===== src/rtl/core/cfs_pkg.sv =====
// cfs_pkg: shared constants, register indexes and the queue entry type
// for the camera frame scaler; no dependencies
`default_nettype none

package cfs_pkg;

	// default coordinate counter width
	localparam int COORD_WIDTH = 12;

	// configuration port
	localparam int CFG_W = 12;
	localparam int CFG_IDX_W = 3;

	localparam logic [CFG_IDX_W-1:0] REG_SRC_WIDTH      = 3'd0;
	localparam logic [CFG_IDX_W-1:0] REG_SRC_HEIGHT     = 3'd1;
	localparam logic [CFG_IDX_W-1:0] REG_DISPLAY_WIDTH  = 3'd2;
	localparam logic [CFG_IDX_W-1:0] REG_DISPLAY_HEIGHT = 3'd3;
	localparam logic [CFG_IDX_W-1:0] REG_GRAY_MODE      = 3'd4;

	// reset values of the registers
	localparam logic [CFG_W-1:0] RST_SRC_WIDTH      = 12'd320;
	localparam logic [CFG_W-1:0] RST_SRC_HEIGHT     = 12'd240;
	localparam logic [CFG_W-1:0] RST_DISPLAY_WIDTH  = 12'd160;
	localparam logic [CFG_W-1:0] RST_DISPLAY_HEIGHT = 12'd128;

	// luminance weights, sum scaled by 256
	localparam logic [7:0] LUMA_R = 8'd77;
	localparam logic [7:0] LUMA_G = 8'd150;
	localparam logic [7:0] LUMA_B = 8'd29;

	// pixel queue between selection and conversion
	localparam int QUEUE_DEPTH = 4;

	// one kept pixel waiting for conversion
	typedef struct packed {
		logic [7:0] red;
		logic [7:0] green;
		logic [7:0] blue;
		logic       last;
	} pix_t;

endpackage

`default_nettype wire


===== src/rtl/core/cfs_front.sv =====
// cfs_front: source/destination counters and running sums that decide which
// camera pixels are kept; uses cfs_pkg
`default_nettype none

module cfs_front #(
	parameter int COORD_WIDTH = cfs_pkg::COORD_WIDTH
) (
	input  wire                           clk,
	input  wire                           arst_n,
	input  wire  [cfs_pkg::CFG_W-1:0]     src_width,
	input  wire  [cfs_pkg::CFG_W-1:0]     src_height,
	input  wire  [cfs_pkg::CFG_W-1:0]     display_width,
	input  wire  [cfs_pkg::CFG_W-1:0]     display_height,
	input  wire                           accept,
	output logic                          keep,
	output logic                          last
);

	localparam int CW = COORD_WIDTH;
	localparam int SW = 2 * COORD_WIDTH;
	localparam int EW = (CW > cfs_pkg::CFG_W) ? CW : cfs_pkg::CFG_W;
	localparam logic [EW-1:0] CMAX = EW'({CW{1'b1}});

	// zero reads as one, oversize saturates to the counter range
	function automatic logic [CW-1:0] eff_size(input logic [cfs_pkg::CFG_W-1:0] v);
		logic [EW-1:0] x;
		x = EW'(v);
		if (x == '0)
			x = EW'(1);
		else if (x > CMAX)
			x = CMAX;
		return x[CW-1:0];
	endfunction

	logic [CW-1:0] fw, fh, dw_e, dh_e, dw, dh;
	logic [CW-1:0] src_col_q, src_row_q, dst_col_q, dst_row_q;
	logic [SW-1:0] col_tgt_q, col_src_q, row_tgt_q, row_src_q;
	logic          row_sel, col_sel, row_end, frame_end;

	// effective sizes, display clamped to frame
	always_comb begin
		fw   = eff_size(src_width);
		fh   = eff_size(src_height);
		dw_e = eff_size(display_width);
		dh_e = eff_size(display_height);
		dw   = (dw_e > fw) ? fw : dw_e;
		dh   = (dh_e > fh) ? fh : dh_e;
	end

	// selection, last-pixel flag and end-of-row and end-of-frame detection
	always_comb begin
		row_sel = (dst_row_q < dh) &&
			({1'b0, row_tgt_q} < ({1'b0, row_src_q} + (SW+1)'(dh)));
		col_sel = (dst_col_q < dw) &&
			({1'b0, col_tgt_q} < ({1'b0, col_src_q} + (SW+1)'(dw)));
		keep      = row_sel && col_sel;
		last      = (dst_col_q == dw - CW'(1)) && (dst_row_q == dh - CW'(1));
		row_end   = ({1'b0, src_col_q} + (CW+1)'(1)) >= {1'b0, fw};
		frame_end = row_end && (({1'b0, src_row_q} + (CW+1)'(1)) >= {1'b0, fh});
	end

	// counter and sum update per accepted item
	always_ff @(posedge clk or negedge arst_n) begin
		if (!arst_n) begin
			src_col_q <= '0;
			src_row_q <= '0;
			dst_col_q <= '0;
			dst_row_q <= '0;
			col_tgt_q <= '0;
			col_src_q <= '0;
			row_tgt_q <= '0;
			row_src_q <= '0;
		end else if (accept) begin
			if (row_end) begin
				src_col_q <= '0;
				dst_col_q <= '0;
				col_tgt_q <= '0;
				col_src_q <= '0;
				if (frame_end) begin
					src_row_q <= '0;
					dst_row_q <= '0;
					row_tgt_q <= '0;
					row_src_q <= '0;
				end else begin
					src_row_q <= src_row_q + CW'(1);
					row_src_q <= row_src_q + SW'(dh);
					if (row_sel) begin
						dst_row_q <= dst_row_q + CW'(1);
						row_tgt_q <= row_tgt_q + SW'(fh);
					end
				end
			end else begin
				src_col_q <= src_col_q + CW'(1);
				col_src_q <= col_src_q + SW'(dw);
				if (keep) begin
					dst_col_q <= dst_col_q + CW'(1);
					col_tgt_q <= col_tgt_q + SW'(fw);
				end
			end
		end
	end

endmodule

`default_nettype wire


===== src/rtl/core/cfs_queue.sv =====
// cfs_queue: small register queue of kept pixels between selection and
// conversion; uses cfs_pkg
`default_nettype none

module cfs_queue (
	input  wire            clk,
	input  wire            arst_n,
	input  wire            push,
	input  cfs_pkg::pix_t  push_data,
	output logic           full,
	output logic           nonempty,
	input  wire            pop,
	output cfs_pkg::pix_t  head
);

	localparam int D  = cfs_pkg::QUEUE_DEPTH;
	localparam int AW = (D > 1) ? $clog2(D) : 1;
	localparam int CNTW = $clog2(D + 1);

	cfs_pkg::pix_t   mem_q [D];
	logic [AW-1:0]   wr_q, rd_q;
	logic [CNTW-1:0] cnt_q;

	assign full     = (cnt_q == CNTW'(D));
	assign nonempty = (cnt_q != '0);
	assign head     = mem_q[rd_q];

	// pointer wrap at depth
	function automatic logic [AW-1:0] next_ptr(input logic [AW-1:0] p);
		return (p == AW'(D - 1)) ? '0 : p + AW'(1);
	endfunction

	// storage
	always_ff @(posedge clk) begin
		if (push)
			mem_q[wr_q] <= push_data;
	end

	// pointers and fill count
	always_ff @(posedge clk or negedge arst_n) begin
		if (!arst_n) begin
			wr_q  <= '0;
			rd_q  <= '0;
			cnt_q <= '0;
		end else begin
			if (push)
				wr_q <= next_ptr(wr_q);
			if (pop)
				rd_q <= next_ptr(rd_q);
			case ({push, pop})
				2'b10:   cnt_q <= cnt_q + CNTW'(1);
				2'b01:   cnt_q <= cnt_q - CNTW'(1);
				default: cnt_q <= cnt_q;
			endcase
		end
	end

endmodule

`default_nettype wire


===== src/rtl/core/cfs_back.sv =====
// cfs_back: color or grey conversion to RGB565 and the output register;
// uses cfs_pkg
`default_nettype none

module cfs_back (
	input  wire            clk,
	input  wire            arst_n,
	input  wire            gray_mode,
	input  wire            nonempty,
	input  cfs_pkg::pix_t  head,
	output logic           pop,
	output logic           out_valid,
	input  wire            out_ready,
	output logic [15:0]    color,
	output logic           frame_last
);

	logic        out_valid_q;
	logic [15:0] color_q;
	logic        last_q;
	logic [15:0] luma_sum;
	logic [7:0]  luma;
	logic [15:0] packed_px;

	// output register takes a new pixel when empty or being drained
	assign pop = nonempty && (!out_valid_q || out_ready);

	// luminance and rgb565 packing
	always_comb begin
		luma_sum = 16'(head.red) * 16'(cfs_pkg::LUMA_R)
			+ 16'(head.green) * 16'(cfs_pkg::LUMA_G)
			+ 16'(head.blue) * 16'(cfs_pkg::LUMA_B);
		luma = luma_sum[15:8];
		if (gray_mode)
			packed_px = {luma[7:3], luma[7:2], luma[7:3]};
		else
			packed_px = {head.red[7:3], head.green[7:2], head.blue[7:3]};
	end

	// output valid
	always_ff @(posedge clk or negedge arst_n) begin
		if (!arst_n)
			out_valid_q <= 1'b0;
		else if (pop)
			out_valid_q <= 1'b1;
		else if (out_ready)
			out_valid_q <= 1'b0;
	end

	// output payload
	always_ff @(posedge clk) begin
		if (pop) begin
			color_q <= packed_px;
			last_q  <= head.last;
		end
	end

	assign out_valid  = out_valid_q;
	assign color      = color_q;
	assign frame_last = last_q;

endmodule

`default_nettype wire


===== src/rtl/core/camera_frame_scaler_rgb565.sv =====
// camera_frame_scaler_rgb565: nearest-neighbor downscaler, camera pixels in,
// RGB565 out; uses cfs_pkg, cfs_front, cfs_queue, cfs_back
//
//   channel | signals                               | direction
//   --------+---------------------------------------+----------
//   input   | in_valid, in_ready, blue, green, red  | in
//   output  | out_valid, out_ready, color,          | out
//           | frame_last                            |
//   config  | cfg_wen, cfg_index, cfg_data          | in
//
// one camera pixel per clock while in_ready is high; a kept pixel is written
// to the pixel queue when it is accepted and is loaded from the queue into the
// output register, raising out_valid, once that register is empty or drained
// the selection counters and sums update once per accepted item
// in_ready drops only when the four-entry pixel queue is full
// arst_n clears counters, sums, queue and output valid and loads the
// default frame 320x240 to display 160x128 in color
`default_nettype none

module camera_frame_scaler_rgb565 #(
	parameter int COORD_WIDTH = cfs_pkg::COORD_WIDTH
) (
	input  wire                              clk,
	input  wire                              arst_n,
	input  wire                              cfg_wen,
	input  wire  [cfs_pkg::CFG_IDX_W-1:0]    cfg_index,
	input  wire  [cfs_pkg::CFG_W-1:0]        cfg_data,
	input  wire                              in_valid,
	output logic                             in_ready,
	input  wire  [7:0]                       blue,
	input  wire  [7:0]                       green,
	input  wire  [7:0]                       red,
	output logic                             out_valid,
	input  wire                              out_ready,
	output logic [15:0]                      color,
	output logic                             frame_last
);

	logic [cfs_pkg::CFG_W-1:0] src_width_q, src_height_q;
	logic [cfs_pkg::CFG_W-1:0] display_width_q, display_height_q;
	logic                      gray_mode_q;

	logic          accept, keep, last, full, nonempty, pop;
	cfs_pkg::pix_t push_data, head;

	// configuration registers
	always_ff @(posedge clk or negedge arst_n) begin
		if (!arst_n) begin
			src_width_q      <= cfs_pkg::RST_SRC_WIDTH;
			src_height_q     <= cfs_pkg::RST_SRC_HEIGHT;
			display_width_q  <= cfs_pkg::RST_DISPLAY_WIDTH;
			display_height_q <= cfs_pkg::RST_DISPLAY_HEIGHT;
			gray_mode_q      <= 1'b0;
		end else if (cfg_wen) begin
			case (cfg_index)
				cfs_pkg::REG_SRC_WIDTH:      src_width_q      <= cfg_data;
				cfs_pkg::REG_SRC_HEIGHT:     src_height_q     <= cfg_data;
				cfs_pkg::REG_DISPLAY_WIDTH:  display_width_q  <= cfg_data;
				cfs_pkg::REG_DISPLAY_HEIGHT: display_height_q <= cfg_data;
				cfs_pkg::REG_GRAY_MODE:      gray_mode_q      <= cfg_data[0];
				default: ;
			endcase
		end
	end

	// input handshake
	assign in_ready = !full;
	assign accept   = in_valid && in_ready;

	always_comb begin
		push_data.red   = red;
		push_data.green = green;
		push_data.blue  = blue;
		push_data.last  = last;
	end

	cfs_front #(
		.COORD_WIDTH(COORD_WIDTH)
	) u_front (
		.clk            (clk),
		.arst_n         (arst_n),
		.src_width      (src_width_q),
		.src_height     (src_height_q),
		.display_width  (display_width_q),
		.display_height (display_height_q),
		.accept         (accept),
		.keep           (keep),
		.last           (last)
	);

	cfs_queue u_queue (
		.clk       (clk),
		.arst_n    (arst_n),
		.push      (accept && keep),
		.push_data (push_data),
		.full      (full),
		.nonempty  (nonempty),
		.pop       (pop),
		.head      (head)
	);

	cfs_back u_back (
		.clk        (clk),
		.arst_n     (arst_n),
		.gray_mode  (gray_mode_q),
		.nonempty   (nonempty),
		.head       (head),
		.pop        (pop),
		.out_valid  (out_valid),
		.out_ready  (out_ready),
		.color      (color),
		.frame_last (frame_last)
	);

endmodule

`default_nettype wire


===== config.mk =====
export PLATFORM = sky130hd
export DESIGN_NAME = camera_frame_scaler_rgb565
export DESIGN_NICKNAME = d
export VERILOG_FILES = /design/src/rtl/core/cfs_pkg.sv /design/src/rtl/core/cfs_front.sv /design/src/rtl/core/cfs_queue.sv /design/src/rtl/core/cfs_back.sv /design/src/rtl/core/camera_frame_scaler_rgb565.sv
export SDC_FILE = /design/constraint.sdc
export NUM_CORES = 1
export LEC_CHECK = 0
export ABC_AREA = 1
export CAP_MARGIN = 40
export CORE_MARGIN = 3
export CORE_UTILIZATION = 63
export CTS_BUF_LIST = sky130_fd_sc_hd__clkbuf_4 sky130_fd_sc_hd__clkbuf_8
export DETAILED_ROUTE_END_ITERATION = 16
export DONT_BUFFER_PORTS = 1
export GPL_TIMING_DRIVEN = 0
export PLACE_DENSITY = 0.84
export SLEW_MARGIN = 20
export SYNTH_ARGS = -nofsm -noshare
export SYNTH_HDL_FRONTEND = slang
export SYNTH_HIERARCHICAL = 1
export SYNTH_SLANG_ARGS = --single-unit

===== constraint.sdc =====
create_clock -name clk -period 11.9 [get_ports clk]
set_clock_uncertainty 0.2 [all_clocks]
set_input_delay 0.595 -clock clk [delete_from_list [all_inputs] [get_ports clk]]
set_output_delay 0.595 -clock clk [all_outputs]
set_load 0.005 [all_outputs]

# --- Word-level counts from Yosys, hierarchy flattened ---
# Memories as Yosys holds them, arrays and structs flattened.
# Index checks and enable logic that the tools add are counted.
classes:
  n_mux: 30
  eq_ne: 11
  multipliers: 3
  n_reduce_logical: 29
  add_sub_neg: 20
  order_cmp: 12
ops:
  columns: ["op", "count"]
  rows:
  - ["12-bit two-way mux", 16]
  - ["24-bit two-way mux", 6]
  - ["24-bit by 12-bit adder with 24-bit output", 4]
  - ["24-bit by 12-bit adder with 25-bit output", 2]
  - ["24-bit by 25-bit less-than comparator with 1-bit output", 2]
  - ["12-bit by 1-bit adder with 12-bit output, second input constant", 4]
  - ["12-bit > comparator, second input constant", 4]
  - ["12-bit zero test", 4]
  - ["8-bit by 7-bit multiplier with 15-bit output, second input constant", 2]
  - ["12-bit by 1-bit adder with 13-bit output, second input constant", 2]
  - ["13-bit by 12-bit >= comparator with 1-bit output", 2]
  - ["12-bit equality test", 2]
  - ["12-bit > comparator", 2]
  - ["12-bit less-than comparator", 2]
  - ["12-bit by 1-bit subtractor with 12-bit output, second input constant", 2]
  - ["15-bit by 16-bit adder with 16-bit output", 1]
  - ["16-bit by 13-bit adder with 16-bit output", 1]
  - ["16-bit two-way mux", 1]
  - ["2-bit AND reduction", 7]
  - ["8-bit by 5-bit multiplier with 13-bit output, second input constant", 1]
  - ["1-bit logical AND", 8]
  - ["2-bit nonzero test", 4]
  - ["2-bit equality test, second input constant", 3]
  - ["3-bit by 2-bit equality test with 1-bit output, second input constant", 2]
  - ["other kinds (14)", 21]
word_totals:
  inputBits: 44
  out_inout_bits: 19
  mem_bits_rw: 100
  memories: 1
  ff_bits: 218
  word_cells: 125
memory_table:
  columns: ["memory", "words", "word_bits", "rd", "rd_ports_with_merged_regs", "write_ports", "line_no", "rtl"]
  rows:
  - ["u_queue.mem_q", 4, 25, 1, 0, 1, "cfs_queue.sv:20", "cfs_pkg::pix_t mem_q [D];"]

# --- Longest topological paths before layout ---
depth:
  depth_word: 12
  ltp_mapped: 51
  mapped_depth_nobuf: 48

# --- By module ---
# Netlist, hierarchy kept.
by_module_without_submodules:
  columns: ["mod", "cells_per_inst", "area_per_inst_um2", "seq_area_each_um2", "n_inst"]
  rows:
  - ["cfs_front", 2068, 14221.1, 3603.5, 1]
  - ["cfs_queue", 346, 4438.0, 3178.0, 1]
  - ["cfs_back", 457, 4012.6, 535.5, 1]
  - ["camera_frame_scaler_rgb565", 231, 2020.7, 1237.4, 1]

# --- Least setup slack after synthesis ---
# Ideal clock, no wire load.
synth_path:
  path_type: "register -> register"
  from: "register u_queue.rd_q[0]"
  to: "register u_back.color_q[14] (netlist: u_back/color[14]) (data pin)"
  stages_incl_launch_ff: 33
  path_buffers: 2
  required_ps: 11446
  arrival_ps: 6337
  slack_ps: 5109
  setup_time_ps: 254
  period_less_slack_ps: 6791
  cell_sequence: "dfrtp_1 -> inv_2 -> buf_6 -> buf_6 -> nand2_1 -> o211ai_1 -> nand2_1 -> ha_1 -> ha_1 -> ha_1 -> inv_1 -> fa_1 -> inv_1 -> ha_1 -> a21oi_1 -> inv_1 -> a31oi_1 -> xnor2_1 -> fa_1 -> fa_1 -> inv_1 -> fa_1 -> fa_1 -> inv_1 -> ha_1 -> nand2_1 -> nor2_1 -> nor2_1 -> nor2_1 -> nor2_1 -> nand3_1 -> nand3_2 -> nand2_1"
synth_rtl:
  columns: ["element", "line_no", "rtl"]
  rows:
  - ["start: declaration", "cfs_queue.sv:21", "logic [AW-1:0] wr_q, rd_q;"]
  - ["start signal: assignment", "cfs_queue.sv:49", "rd_q <= next_ptr(rd_q);"]
  - ["end signal: assignment", "cfs_back.sv:53", "color_q <= packed_px;"]
  - ["end: declaration", "cfs_back.sv:19", "logic [15:0] color_q;"]

# --- Worst setup path after layout ---
layout_path:
  from: "register src_height_q[1] (netlist name)"
  to: "memory u_queue/mem_q[1][7] (netlist name) (enable)"
layout_via:
  elab_chain_len: 12
  elab_cells_between_ends: 14
  cone_classes: "1 x add/sub; 4 x order compare; 5 x mux; 4 x reduce/logical"
layout_lines:
  columns: ["element", "line_no", "rtl"]
  rows:
  - ["start: declaration", "camera_frame_scaler_rgb565.sv:39", "logic [cfs_pkg::CFG_W-1:0] src_width_q, src_height_q;"]
  - ["start signal: assignment", "camera_frame_scaler_rgb565.sv:50", "src_height_q <= cfs_pkg::RST_SRC_HEIGHT;"]
  - ["start signal: assignment", "camera_frame_scaler_rgb565.sv:57", "cfs_pkg::REG_SRC_HEIGHT: src_height_q <= cfg_data;"]
  - ["12-bit > comparator", "cfs_front.sv:30", "else if (x > CMAX)"]
  - ["12-bit two-way mux", "cfs_front.sv:30", null]
  - ["12-bit two-way mux *", "cfs_front.sv:28", "if (x == '0)"]
  - ["12-bit > comparator", "cfs_front.sv:47", "dh = (dh_e > fh) ? fh : dh_e;"]
  - ["12-bit two-way mux *", "cfs_front.sv:47", null]
  - ["24-bit by 12-bit adder with 25-bit output", "cfs_front.sv:53", "({1'b0, row_tgt_q} < ({1'b0, row_src_q} + (SW+1)'(dh)));"]
  - ["24-bit by 25-bit less-than comparator with 1-bit output", "cfs_front.sv:53", null]
  - ["1-bit logical AND *", "cfs_front.sv:52", "row_sel = (dst_row_q < dh) &&"]
  - ["1-bit logical AND *", "cfs_front.sv:56", "keep = row_sel && col_sel;"]
  - ["net keep", "camera_frame_scaler_rgb565.sv:43", "logic accept, keep, last, full, nonempty, pop;"]
  - ["1-bit logical AND *", "camera_frame_scaler_rgb565.sv:94", ".push (accept && keep),"]
  - ["1-bit two-way mux *", "cfs_queue.sv:35", "if (push)"]
  - ["1-bit two-way mux (implied by the code) *", "cfs_queue.sv:36", "mem_q[wr_q] <= push_data;"]
  - ["end: declaration", "cfs_queue.sv:20", null]
# Mark *: on every way through the listed nets, which the timed path passes. The rest lies on a longest branch.

==> results.py <==
metrics = {
    "outcome": {
        "status": "completed",
    },
    "floorplan": {
        "start_util_pct": 64.8,
        "io_pins": 63,
        "die_x_um": 204,
        "rows": 71,
        "die_area_mm2": 0.0416,
        "die_h_um": 204,
        "core_region_area_mm2": 0.0381,
    },
    "clock_network": {
        "clock_latency_ns": 0.66,
        "cts_buffers": 53,
        "clkSlewWorstSetupHoldPaths_ns": 0.06,
        "ctsLongestPathBuffers": 3,
        "cts_resized": 0,
        "cts_tree": "done",
        "cts.sinks": 318,
        "cts_max_level": 2,
        "cts-root-buf": "clkbuf_8",
    },
    "timing": {
        "fin_crit_sh_pct": 69.6,
        "fin_crit_ns": 8.28,
        "hold_viol_final": 0,
        "slew_viol_final": 0,
        "relSlewSlack_pct": 45.1,
        "setup_ws_ns": 3.62,
        "setup_viol": 0,
        "tns_ns": 0,
        "rsz0062_at_grt": "no",
        "clock.fmax_ghz": 0.121,
        "max_slew.worst_pin.slew_ns": 0.815,
    },
    "worst_setup_path": {
        "start_kind": "register",
        "criticalPathCategory": "register to register",
        "crit_family": "simple AND/OR/NAND/NOR gates",
        "cp.required_ns": 12.04,
        "cpPeakStageDelay_ns": 0.54,
        "crit_top_cell": "nand2_1",
        "cpMaxStageDelayCell": "o21ai_0",
        "arrival_ns": 8.41,
        "crit_buf_inv": 7,
        "end_kind": "register",
        "cp_max_fo": 13,
    },
    "final_layout": {
        "finalNetCount": 3580,
        "n_antenna_cell": 0,
        "area_growth_pct": 10.0,
        "drive_gt1_share_pct": 6.88,
    },
    "min_path": {
        "worstHoldPathType": "input pin to register",
    },
    "yosys": {
        "synth_top_area_share_pct": 19.5,
        "yosysTopAreaCell": "dfrtp_1",
        "syn_nets": 3468,
        "syn_avg_cell_area_um2": 7.96,
        "yosys-top-cells-count": "nand2_1 (835), inv_1 (428), ha_1 (262), nand3_1 (222), dfrtp_1 (192)",
        "synthArstFlopShare_pct": 63.2,
        "syn_area_mm2": 0.0247,
        "yosysMostFrequentCell": "nand2_1",
        "yosys-top-cells-area": "dfrtp_1 (19%), edfxtp_1 (14%), ha_1 (13%)",
        "syn_inst": 3102,
        "yosysSeqAreaShare_pct": 34.6,
        "synthDistinctLibCells": 58,
        "synth_flop_cell": "dfrtp_1",
        "ys_ff_latch": 318,
        "synth-edff-count": 117,
        "ys_warn_count": 6,
    },
    "global_route": {
        "antenna_found_initial": 0,
        "grt_max_degree": 202,
        "grt_pass1_vias": 21972,
        "grt_pass1_wl_um": 107000,
        "grt_overflow_total": 0,
        "grt_use_total_pct": 31.6,
    },
    "placement": {
        "dp_hpwl_um": 48300,
        "portBuffers": 0,
        "gp_congestion": 0.986,
        "post-place-ws_ns": 3.86,
    },
    "routing": {
        "dr.pass1.iters": 6,
        "dr_total_vias": 21802,
        "via_per_inst": 5.79,
        "drtIter0Drc": 1822,
        "postRouteWirelength_um": 65500,
        "wl_per_cell_um": 17.4,
        "remaining_drc_errors": 0,
        "drtAntennaViolNets": 0,
    },
    "run": {
        "cap_violations": 0,
    },
}
==> cell families (layout without fill, tap and decap cells) <==
logic type | count (synthesis) | after routing | synth area share [%]
and+or+nand+nor | 1413 | 1413 | 24.6
buffers and inverters | 555 | 709 | 9.24
AOI/OAI and AO/OA | 362 | 362 | 8.58
adders and majority gates | 322 | 322 | 18.1
DFF | 318 | 318 | 34.6
xor gates and xnor gates | 132 | 132 | 4.80
==> layout make-up <==
cell class / count / area, um^2
Timing Repair Buffer: 57 / 673
Buffer: 119 / 646
Clock inverter: 20 / 205
Tap cell: 511 / 639
Inverter: 436 / 1640
Fill cell: 2802 / 10900
Clock buffer: 77 / 947
Multi-Input combinational cell: 2229 / 13900
Sequential cell: 318 / 8550
==> per-layer routing <==
| layer | GRT usage [%] | vias to the layer above | part of all wire, % | wire length (um) |
|---|---|---|---|---|
| met4 | 15.2 | 0 | 4.6 | 3000 |
| li1 | - | 10399 | - | - |
| met1 | 39.4 | 10205 | 40 | 26400 |
| met5 | 0 | - | 0 | 0 |
| met3 | 5.13 | 223 | 7.2 | 4750 |
| met2 | 53.9 | 975 | 48 | 31400 |
==> tightest hold or removal path, delay by kind of cell <==
kind,cells,cell delay (ns)
AND/OR/NAND/NOR,4,0.26
buffers and inverters,1,0.07
==> layout by cell type, fill, tap and decap left out, types with 14 or more instances in the layout <==
cell type        n
dlygate4sd3_1   48
edfxtp_1       117
clkbuf_4        18
dfrtp_1        192
nand4_1         52
nand2_1        835
nor4_1          20
buf_6           14
fa_1            60
nor3_1          38
nand3_1        222
xnor2_1         39
buf_2           27
o22ai_1         42
clkbuf_1        64
clkbuf_8        59
inv_1          428
o21ai_0         85
o211ai_1        56
buf_4           14
ha_1           262
nor2_1         188
xor2_1          91
a21oi_1        124
==> metrics by stage <==
stage / instance area [um^2] / cells / hold slack [ns] / utilization (%)
floorplan: 24700 / 3102 / 0.0994 / -
global placement: 25300 / 3613 / 0.106 / 66.5
detailed placement: 25500 / 3618 / 0.106 / 66.8
CTS: 27100 / 3764 / 0.0717 / 71.2
global route: 27200 / 3767 / 0.122 / 71.3
finish: 27200 / 3767 / 0.107 / 71.3
==> worst paths after layout <==
check | from | endpoint | slack (ns) | cells past startpoint
min in group asynchronous | arst_n | u_front/col_tgt_q[10] | 0.32 | 2
max reg2reg | src_height_q[1] | u_queue/mem_q[1][7] | 3.62 | 39
max | src_height_q[1] | u_queue/mem_q[1][7] | 3.62 | 39
min | cfg_wen | src_height_q[10] | 0.11 | 5
min reg2reg | display_width_q[5] | display_width_q[5] | 0.29 | 2
max in group asynchronous | arst_n | u_front/src_row_q[1] | 10.10 | 3
==> registers in the layout, indices dropped and copies added (netlist names), 2 cells and up <==
| name | cells |
|---|---|
| u_queue/rd_q | 2 |
| u_front/dst_col_q | 12 |
| src_height_q | 12 |
| display_height_q | 12 |
| display_width_q | 12 |
| u_queue/wr_q | 2 |
| u_front/col_tgt_q | 24 |
| u_front/src_row_q | 12 |
| u_back/color | 16 |
| u_front/dst_row_q | 12 |
| u_front/row_tgt_q | 24 |
| u_front/src_col_q | 12 |
| u_queue/cnt_q | 3 |
| u_front/col_src_q | 24 |
| src_width_q | 12 |
| u_queue/mem_q | 100 |
| u_front/row_src_q | 24 |
==> what timing repair did <==
| item | CTS | global route |
|---|---|---|
| endpoints found under the hold margin | 347 | 0 |
| setup buffers | 0 | 0 |
| hold buffers | 49 | 0 |
Power is left out: the tool's default activity adds up to more than one toggle a clock period on the data nets, which glitch-free logic cannot reach.
